**src/sv/rrpc_pkg.sv**
```systemverilog
// Package for the range-rule packet classifier: action codes, rule and
// tuple word indexes, field positions and the controller command struct.
// No dependencies.
package rrpc_pkg;

  localparam logic [1:0] ACT_WR_RULE  = 2'd0;
  localparam logic [1:0] ACT_INVAL    = 2'd1;
  localparam logic [1:0] ACT_WR_TUPLE = 2'd2;
  localparam logic [1:0] ACT_CLASSIFY = 2'd3;

  localparam int RULE_WORDS  = 12;
  localparam int TUPLE_WORDS = 7;
  localparam int WSEL_W      = 4;
  localparam int DROP_BIT    = 32;
  localparam int LOG_BIT     = 33;
  localparam logic [7:0] IPV4_VERSION = 8'd4;

  localparam logic [3:0] RW_CTRL   = 4'd0;
  localparam logic [3:0] RW_PORTS  = 4'd1;
  localparam logic [3:0] RW_SRC_SL = 4'd2;
  localparam logic [3:0] RW_SRC_SH = 4'd3;
  localparam logic [3:0] RW_SRC_EL = 4'd4;
  localparam logic [3:0] RW_SRC_EH = 4'd5;
  localparam logic [3:0] RW_DST_SL = 4'd6;
  localparam logic [3:0] RW_DST_SH = 4'd7;
  localparam logic [3:0] RW_DST_EL = 4'd8;
  localparam logic [3:0] RW_DST_EH = 4'd9;
  localparam logic [3:0] RW_NAME_L = 4'd10;
  localparam logic [3:0] RW_NAME_H = 4'd11;

  typedef struct packed {
    logic wr_rule;      // store word into rule RAM and set valid
    logic inval;        // clear valid bit of slot
    logic wr_tuple;     // store tuple word
    logic scan_start;   // clear scan state, begin walk at slot 0
    logic rd_en;        // issue a rule word read
    logic eval;         // read data for current word is presented
    logic rule_done;    // last word of a rule was evaluated this cycle
  } rrpc_cmd_t;

  typedef struct packed {
    logic hit;          // latched match of the last finished rule
    logic slot_valid;   // current scan slot has valid bit set
  } rrpc_sts_t;

  // name equal up to and including first zero byte over nbytes of 16
  function automatic logic name_ok(input logic [127:0] tn, input logic [127:0] rn,
                                   input int nbytes);
    logic stop;
    logic ok;
    stop = 1'b0;
    ok   = 1'b1;
    if (tn[7:0] == 8'd0) begin
      ok = (rn[7:0] == 8'd0);
    end else if (rn[7:0] == 8'd0) begin
      ok = 1'b0;
    end else begin
      for (int i = 0; i < 16; i++) begin
        if (i < nbytes && !stop) begin
          if (tn[8*i +: 8] != rn[8*i +: 8]) begin
            ok   = 1'b0;
            stop = 1'b1;
          end else if (tn[8*i +: 8] == 8'd0) begin
            stop = 1'b1;
          end
        end
      end
    end
    return ok;
  endfunction

endpackage

```
**src/sv/rrpc_ctrl.sv**
```systemverilog
// Controller for the classifier: decodes beats, sequences the rule scan
// (one rule word per cycle, pausing while each rule resolves) and owns
// the input and output handshakes. Depends on rrpc_pkg.
module rrpc_ctrl #(
  parameter int RULES = 64
) (
  input  logic               clk,
  input  logic               rst_n,
  input  logic               in_fire,
  input  logic [1:0]         in_action,
  input  logic               slot_in_range,
  input  logic               wsel_rule_ok,
  input  logic               wsel_tuple_ok,
  input  logic               out_tready,
  input  rrpc_pkg::rrpc_sts_t sts,
  output logic               in_tready,
  output logic               out_tvalid,
  output logic               scan_last,
  output logic [$clog2(RULES+1)-1:0] slot_cnt,
  output logic [3:0]         word_cnt,
  output rrpc_pkg::rrpc_cmd_t cmd
);

  localparam logic [1:0] ST_IDLE = 2'd0;
  localparam logic [1:0] ST_SCAN = 2'd1;
  localparam logic [1:0] ST_OUT  = 2'd2;
  localparam int SC_W = $clog2(RULES+1);

  logic [1:0]      state_r, state_nxt;
  logic [SC_W-1:0] slot_r, slot_nxt;
  logic [3:0]      word_r, word_nxt;
  logic            pend_r, pend_nxt;  // read issued last cycle
  logic [3:0]      pword_r, pword_nxt;

  assign in_tready  = (state_r == ST_IDLE);
  assign out_tvalid = (state_r == ST_OUT);
  assign slot_cnt   = slot_r;
  assign word_cnt   = pword_r;

  always_comb begin
    state_nxt = state_r;
    slot_nxt  = slot_r;
    word_nxt  = word_r;
    pend_nxt  = 1'b0;
    pword_nxt = pword_r;
    cmd       = '0;
    scan_last = 1'b0;
    unique case (state_r)
      ST_IDLE: begin
        if (in_fire) begin
          unique case (in_action)
            rrpc_pkg::ACT_WR_RULE:  cmd.wr_rule  = slot_in_range && wsel_rule_ok;
            rrpc_pkg::ACT_INVAL:    cmd.inval    = slot_in_range;
            rrpc_pkg::ACT_WR_TUPLE: cmd.wr_tuple = wsel_tuple_ok;
            rrpc_pkg::ACT_CLASSIFY: begin
              cmd.scan_start = 1'b1;
              state_nxt = ST_SCAN;
              slot_nxt  = '0;
              word_nxt  = '0;
            end
            default: ;
          endcase
        end
      end
      ST_SCAN: begin
        if (pend_r) begin
          cmd.eval = 1'b1;
          if (pword_r == 4'(rrpc_pkg::RULE_WORDS - 1)) begin
            cmd.rule_done = 1'b1;
          end
        end
        if (pend_r && pword_r == 4'(rrpc_pkg::RULE_WORDS - 1)) begin
          // rule fully evaluated; hit is visible next cycle, so stop issuing
          slot_nxt = slot_r + SC_W'(1);
          word_nxt = '0;
        end else if (sts.hit) begin
          state_nxt = ST_OUT;
        end else if (slot_r == SC_W'(RULES)) begin
          scan_last = 1'b1;
          state_nxt = ST_OUT;
        end else if (!sts.slot_valid) begin
          slot_nxt = slot_r + SC_W'(1);
        end else if (!pend_r || word_r != '0) begin
          cmd.rd_en = 1'b1;
          pend_nxt  = 1'b1;
          pword_nxt = word_r;
          word_nxt  = (word_r == 4'(rrpc_pkg::RULE_WORDS - 1)) ? word_r : word_r + 4'd1;
          if (word_r == 4'(rrpc_pkg::RULE_WORDS - 1)) begin
            word_nxt = 4'd0;
          end
        end
        if (cmd.rd_en && word_r == 4'(rrpc_pkg::RULE_WORDS - 1)) begin
          word_nxt = 4'd15; // hold off issue until rule resolves
        end
        if (!cmd.rd_en && word_r == 4'd15 && !(pend_r &&
            pword_r == 4'(rrpc_pkg::RULE_WORDS - 1))) begin
          word_nxt = 4'd15;
        end
      end
      ST_OUT: begin
        if (out_tready) begin
          state_nxt = ST_IDLE;
        end
      end
      default: state_nxt = ST_IDLE;
    endcase
  end

  always_ff @(posedge clk) begin
    if (!rst_n) begin
      state_r <= ST_IDLE;
      slot_r  <= '0;
      word_r  <= '0;
      pend_r  <= 1'b0;
      pword_r <= '0;
    end else begin
      state_r <= state_nxt;
      slot_r  <= slot_nxt;
      word_r  <= word_nxt;
      pend_r  <= pend_nxt;
      pword_r <= pword_nxt;
    end
  end

endmodule

```
**config.mk**
```make
export PLATFORM = sky130hd
export DESIGN_NAME = rrpc_ctrl
export DESIGN_NICKNAME = d
export VERILOG_FILES = /design/src/sv/rrpc_pkg.sv /design/src/sv/rrpc_ctrl.sv
export SDC_FILE = /design/constraint.sdc
export NUM_CORES = 1
export LEC_CHECK = 0
export BUFFER_PORTS_ARGS = -buffer_cell sky130_fd_sc_hd__buf_4
export CAP_MARGIN = 20
export CORE_UTILIZATION = 30
export CTS_CLUSTER_SIZE = 30
export DETAILED_ROUTE_END_ITERATION = 7
export PLACE_DENSITY = 0.55
export SYNTH_ARGS = -nofsm -noshare
export SYNTH_HDL_FRONTEND = slang
export SYNTH_SLANG_ARGS = --single-unit
export TNS_END_PERCENT = 20
```
**constraint.sdc**
```tcl
create_clock -name clk -period 2.89 [get_ports clk]
set_clock_uncertainty 0.2 [all_clocks]
set_input_delay 0 -clock clk [delete_from_list [all_inputs] [get_ports clk]]
set_output_delay 0 -clock clk [all_outputs]
set_load 0.01 [all_outputs]
```
Word level (Yosys, flattened, before mapping)
Cells that the tools add are included.
{ "totals": {"reg_bits": 18, "latch_bits": 0, "ram_bits": 0, "rom_bits": 0, "input_bits": 11, "out_inout_bits": 21, "elab_cells": 93, "memories": 0} }
{ "op_classes": {"n_addsub": 2, "multipliers": 0, "div": 0, "order_cmp": 0, "eq_ne": 21, "shift": 0, "muxes": 44, "bitwise_logic": 3, "n_reduce_logical": 18} }
{ "ops": {"columns": ["cell", "n"], "rows": [
  ["2-to-1 mux 4 bit", 12],
  ["2-to-1 mux 7 bit", 6],
  ["inequality test 5 bit (second input constant)", 4],
  ["2-to-1 mux 1 bit", 15],
  ["2-to-1 mux 2 bit", 7],
  ["one-hot mux 7 bit (2 select lines)", 1],
  ["== test 4 bit (second input constant)", 3],
  ["inequality test 3 bit (second input constant)", 4],
  ["AND reduction 6 bit", 2],
  ["one-hot mux 4 bit (2 select lines)", 1],
  ["adder 7 x 1 -> 7 bit (second input constant)", 1],
  ["== test 7 bit (second input constant)", 1],
  ["AND reduction 7 bit", 1],
  ["== test 2 bit (second input constant)", 3],
  ["inequality test 2 bit (second input constant)", 3],
  ["one-hot mux 2 bit (3 select lines)", 1],
  ["logical AND 1 bit", 5],
  ["AND reduction 5 bit", 1],
  ["adder 4 x 1 -> 4 bit (second input constant)", 1],
  ["== test 2 x 1 -> 1 bit (second input constant)", 2],
  ["zero test 2 bit", 2],
  ["nonzero test 4 bit", 1],
  ["zero test 1 bit", 3],
  ["2-to-1 mux 3 bit", 1],
  ["other kinds (5)", 7]
]} }

Longest topological paths before layout
{ "depth": {"ltp_word": 13, "depth_mapped": 8, "depth_no_buf": 7} }

Worst setup path before layout
OpenSTA, ideal clock, no wires.
{ "synth_timing": {"kind": "flip-flop to flip-flop", "start": "register slot_r[0] (netlist: slot_cnt[0])", "end": "register word_r[1]", "setup_time_ns": 0.133, "arrival_ns": 1.799, "required_time_ns": 2.557, "slack_ns": 0.758, "stages_incl_launch_ff": 9, "path_buffers": 1, "synth_period_minus_slack_ns": 2.132, "cell_sequence": "dfxtp_1 inv_1 ha_1 nor2b_1 a21o_1 buf_4 or2_1 a2111oi_2 o22ai_1"} }
{ "synth_via": {"elab_chain_len": 10, "word_cells_on_any_way": 17, "cone_classes": "5 x eq/ne; 7 x mux; 5 x reduce/logical"} }
{ "synth_rtl": {"columns": ["element", "line", "rtl"], "rows": [
  ["start: declaration", "rrpc_ctrl.sv:30", "logic [SC_W-1:0] slot_r, slot_nxt;"],
  ["start signal: assignment", "rrpc_ctrl.sv:118", "slot_r <= slot_nxt;"],
  ["== test 7 bit (*)", "rrpc_ctrl.sv:78", "end else if (slot_r == SC_W'(RULES)) begin"],
  ["2-to-1 mux 1 bit", "rrpc_ctrl.sv:78", null],
  ["2-to-1 mux 1 bit", "rrpc_ctrl.sv:76", "end else if (sts.hit) begin"],
  ["2-to-1 mux 1 bit", "rrpc_ctrl.sv:72", "if (pend_r && pword_r == 4'(rrpc_pkg::RULE_WORDS - 1)) begin"],
  ["2-to-1 mux 1 bit", "rrpc_ctrl.sv:48", "unique case (state_r)"],
  ["zero test 1 bit", "rrpc_ctrl.sv:95", "if (!cmd.rd_en && word_r == 4'd15 && !(pend_r &&"],
  ["logical AND 1 bit (2 in series)", "rrpc_ctrl.sv:95", null],
  ["inequality test 5 bit (no line) / 2-to-1 mux 4 bit (equally long branches)", null, null],
  ["AND reduction 7 bit (no line) / one-hot mux 4 bit (2 select lines) (equally long branches)", null, null],
  ["end signal: assignment", "rrpc_ctrl.sv:119", "word_r <= word_nxt;"],
  ["end: declaration", "rrpc_ctrl.sv:31", "logic [3:0] word_r, word_nxt;"]
]} }
Every way passes the cells marked *; elsewhere a longest branch is shown, timed or not. The select of a mux whose other input is x is not followed.
A chain may end at the register's enable or synchronous reset.

Worst setup path after layout
{ "layout_timing": {"start": "register slot_r[0] (netlist: slot_cnt[0])", "end": "register slot_r[6] (netlist: slot_cnt[6])"} }
{ "layout_via": {"elab_chain_len": 6, "word_cells_on_any_way": 9, "cone_classes": "1 x add/sub; 2 x eq/ne; 5 x mux; 1 x reduce/logical"} }
{ "layout_rtl": {"columns": ["element", "line", "rtl"], "rows": [
  ["adder 7 x 1 -> 7 bit", "rrpc_ctrl.sv:74, rrpc_ctrl.sv:82", null],
  ["2-to-1 mux 7 bit", "rrpc_ctrl.sv:81", "end else if (!sts.slot_valid) begin"],
  ["2-to-1 mux 7 bit", "rrpc_ctrl.sv:78", null],
  ["2-to-1 mux 7 bit", "rrpc_ctrl.sv:76", null],
  ["2-to-1 mux 7 bit", "rrpc_ctrl.sv:72", null],
  ["one-hot mux 7 bit (2 select lines)", "rrpc_ctrl.sv:48", null]
]} }
Several ways; a longest one is shown, not always the timed one. The select of a mux whose other input is x is not followed.

==> impl_metrics.yaml <==
setup_path:
  path_cells: "inv_1, ha_1, nor2b_1, a21o_1, o311a_1, or3_1, a21oi_1"
  end_kind: "flip-flop"
  start_kind: "flip-flop"
  crit_buf_inv: 1
  cp_top_family: "compound AO/OA/AOI/OAI gates"
  worst_path_max_delay_cell: "o311a_1"
  crit_required_ns: 2.92
  worstSetupPathType: "flip-flop to flip-flop"
  r2r-start: "slot_cnt[0]$_SDFFE_PN0P_"
  r2r.worst_path.cells: 7
  slowest_delay_ns: 0.46
  worstSetupPathDepth: 7
  arrival_ns: 2.39
  cp_max_fo: 11
  cp-startpoint: "slot_cnt[0]$_SDFFE_PN0P_"
yosys:
  synth.avg_cell_area_um2: 8.16
  synth_edf_count: 0
  async_reset_ff_share_pct: 0
  yosysSeqAreaShare_pct: 33.4
  ys_seq_elements: 18
  synthCells: 132
  synthFlopType: "dfxtp_1"
  synth_area_um2: 1080
  yosysWarnings: 0
  syn_nets: 147
  ys_types: 43
clock_network:
  cts_buffers: 3
  htree_levels: 1
  path_clk_slew_ns: 0.10
  cts_root_buffer: "clkbuf_4"
  clk_latency_ns: 0.30
  cts_tree: "done"
  clockBufferDepth: 2
  clock-sinks: 18
timing:
  drv_slew: 0
  rsz0062_at_grt: "no"
  tightest_slew_ns: 0.582
  setup_viol_count_final: 0
  setup_tns_ns: 0
  holdWs_ns: 0.0105
  hold_viol: 0
  relSlewSlack_pct: 60.9
  fin_crit_sh_pct: 81.4
  finalCriticalPeriod_ns: 2.35
  max_freq_mhz: 425
drt:
  via_per_inst: 5.21
  wl_per_cell_um: 12.9
  vias: 1099
  antenna_left: 0
  remaining_drc_errors: 0
  drt_first_pass_iters: 4
  drt_iter0_markers: 86
  wirelength_mm: 2.72
floorplanning:
  die-area_um2: 3830
  initial_core_util_pct: 31.8
  core_um2: 3390
  fp.dieH_um: 61.9
  die_width_um: 61.9
  io_pins: 32
  fp-row-count: 21
place:
  port_buffers: 31
  placed_cells: 205
  gp_congestion: 0.823
  post-dp-hpwl_mm: 2.11
final_layout:
  drive_gt1_share_pct: 23.6
  nets: 181
  num-fill-cells: 363
  diodes: 0
  utilization_pct: 41.3
  final_common_cell: "buf_4"
  final_cell_mix: "buf_4, dfxtp_1, nor2_1, nand2_1, inv_1"
  instances_no_fill: 211
  area_growth_pct: 30.1
global_route:
  grt_pass1_vias: 983
  grt_pass1_wl_mm: 4.42
  track_usage_pct: 15.9
  overflow: 0
  antenna_found_initial: 0
  grt_max_degree: 13
hold_path:
  min_path_cells: 4
  worstHoldPathType: "primary input to flip-flop"
  min_from: "sts[0]"
power_and_ir_drop:
  p_leak_nw: 0.578
  ir_drop_v: 0.000161
  p_per_area_nw_per_um2: 335
  total_power_mw: 0.470
job:
  cap_violations: 0
outcome:
  status: "finished, final reports clean"
-- cell type report --
type	instances	area (um^2)	area share (%)
inverter	11	41.3	2.95
multi-input combinational	98	646	46.1
clock buffer	4	36.3	2.59
sequential	18	360	25.7
tap	46	57.6	4.11
timing repair buffer	34	260	18.6
-- routing by layer --
| metal | vias up | global-route usage [%] | wire, um |
|---|---|---|---|
| li1 | 550 | - | - |
| met1 | 502 | 19.0 | 1220 |
| met2 | 43 | 28.1 | 1320 |
| met3 | 4 | 2.69 | 157 |
| met4 | 0 | 6.67 | 27 |
| met5 | - | 0 | 0 |
-- worst paths after layout --
check | endpoint | slack [ns]
worst max-delay path | slot_cnt[6]$_SDFFE_PN0P_ | 0.54
worst min-delay path | slot_cnt[1]$_SDFFE_PN0P_ | 0.01
worst max register to register | slot_cnt[6]$_SDFFE_PN0P_ | 0.54
worst min register to register | slot_cnt[6]$_SDFFE_PN0P_ | 0.32
-- registers in the layout (all words and copies together), names as in the netlist --
signal and flops:
pend_r 1, slot_cnt 7, state_r 2, word_cnt 4, word_r 4
-- synthesized netlist by cell type, types with 2 or more instances --
master,n,area (um^2)
dfxtp_1,18,360
nor2b_1,3,18.8
inv_1,11,41.3
ha_1,4,50.1
nand2_1,12,45.0
o22ai_1,2,12.5
a21o_1,2,15.0
nand3_1,6,30.0
nor3b_1,2,15.0
clkbuf_1,3,11.3
o32a_1,2,20.0
or3_1,5,31.3
o21ai_0,6,30.0
a211oi_1,2,15.0
nand4_1,2,12.5
nor3_1,4,20.0
mux2i_1,5,50.1
nor2_1,13,48.8
a21oi_1,6,30.0
-- per-stage QoR --
step,setup WS [ns],instance area (um^2)
global route,0.355,1400
finish,0.537,1400
CTS,0.535,1400
detailed placement,0.566,1350
global placement,0.630,1350
floorplan,0.758,1080
-- report_power, final --
part	leakage (nW)	total (mW)	internal, mW	switching, mW
logic	0.411	0.0608	0.0274	0.0334
registers	0.145	0.252	0.250	0.00212
clock network	0.0210	0.157	0.0768	0.0798
total	0.578	0.470	0.354	0.115
-- what timing repair did --
item                                   4_1_cts  5_1_grt
buffers inserted                             0        0
hold buffers                                 2        0
gates resized for setup                      0        0
endpoints found under the hold margin       13        0
-- kinds of logic (layout without fill, tap and decap cells) --
| group | after synthesis | after routing | synth area share, % |
|---|---|---|---|
| AND/OR/NAND/NOR | 56 | 56 | 27.8 |
| AO/OA/AOI/OAI | 32 | 32 | 22.1 |
| flip-flops | 18 | 18 | 33.4 |
| buffers and inverters | 16 | 49 | 6.62 |
| multiplexers | 5 | 5 | 4.65 |
| adder cells (fa/ha/maj) | 4 | 4 | 4.65 |
| XOR/XNOR | 1 | 1 | 0.813 |
-- worst reg2reg max path: stages (launching register included) --
cell and delay, ns:
dfxtp_1 0.39, inv_1 0.10, ha_1 0.19, nor2b_1 0.13, a21o_1 0.28, o311a_1 0.46
or3_1 0.38, a21oi_1 0.15
Note: power is estimated with default switching activity, not from simulation.
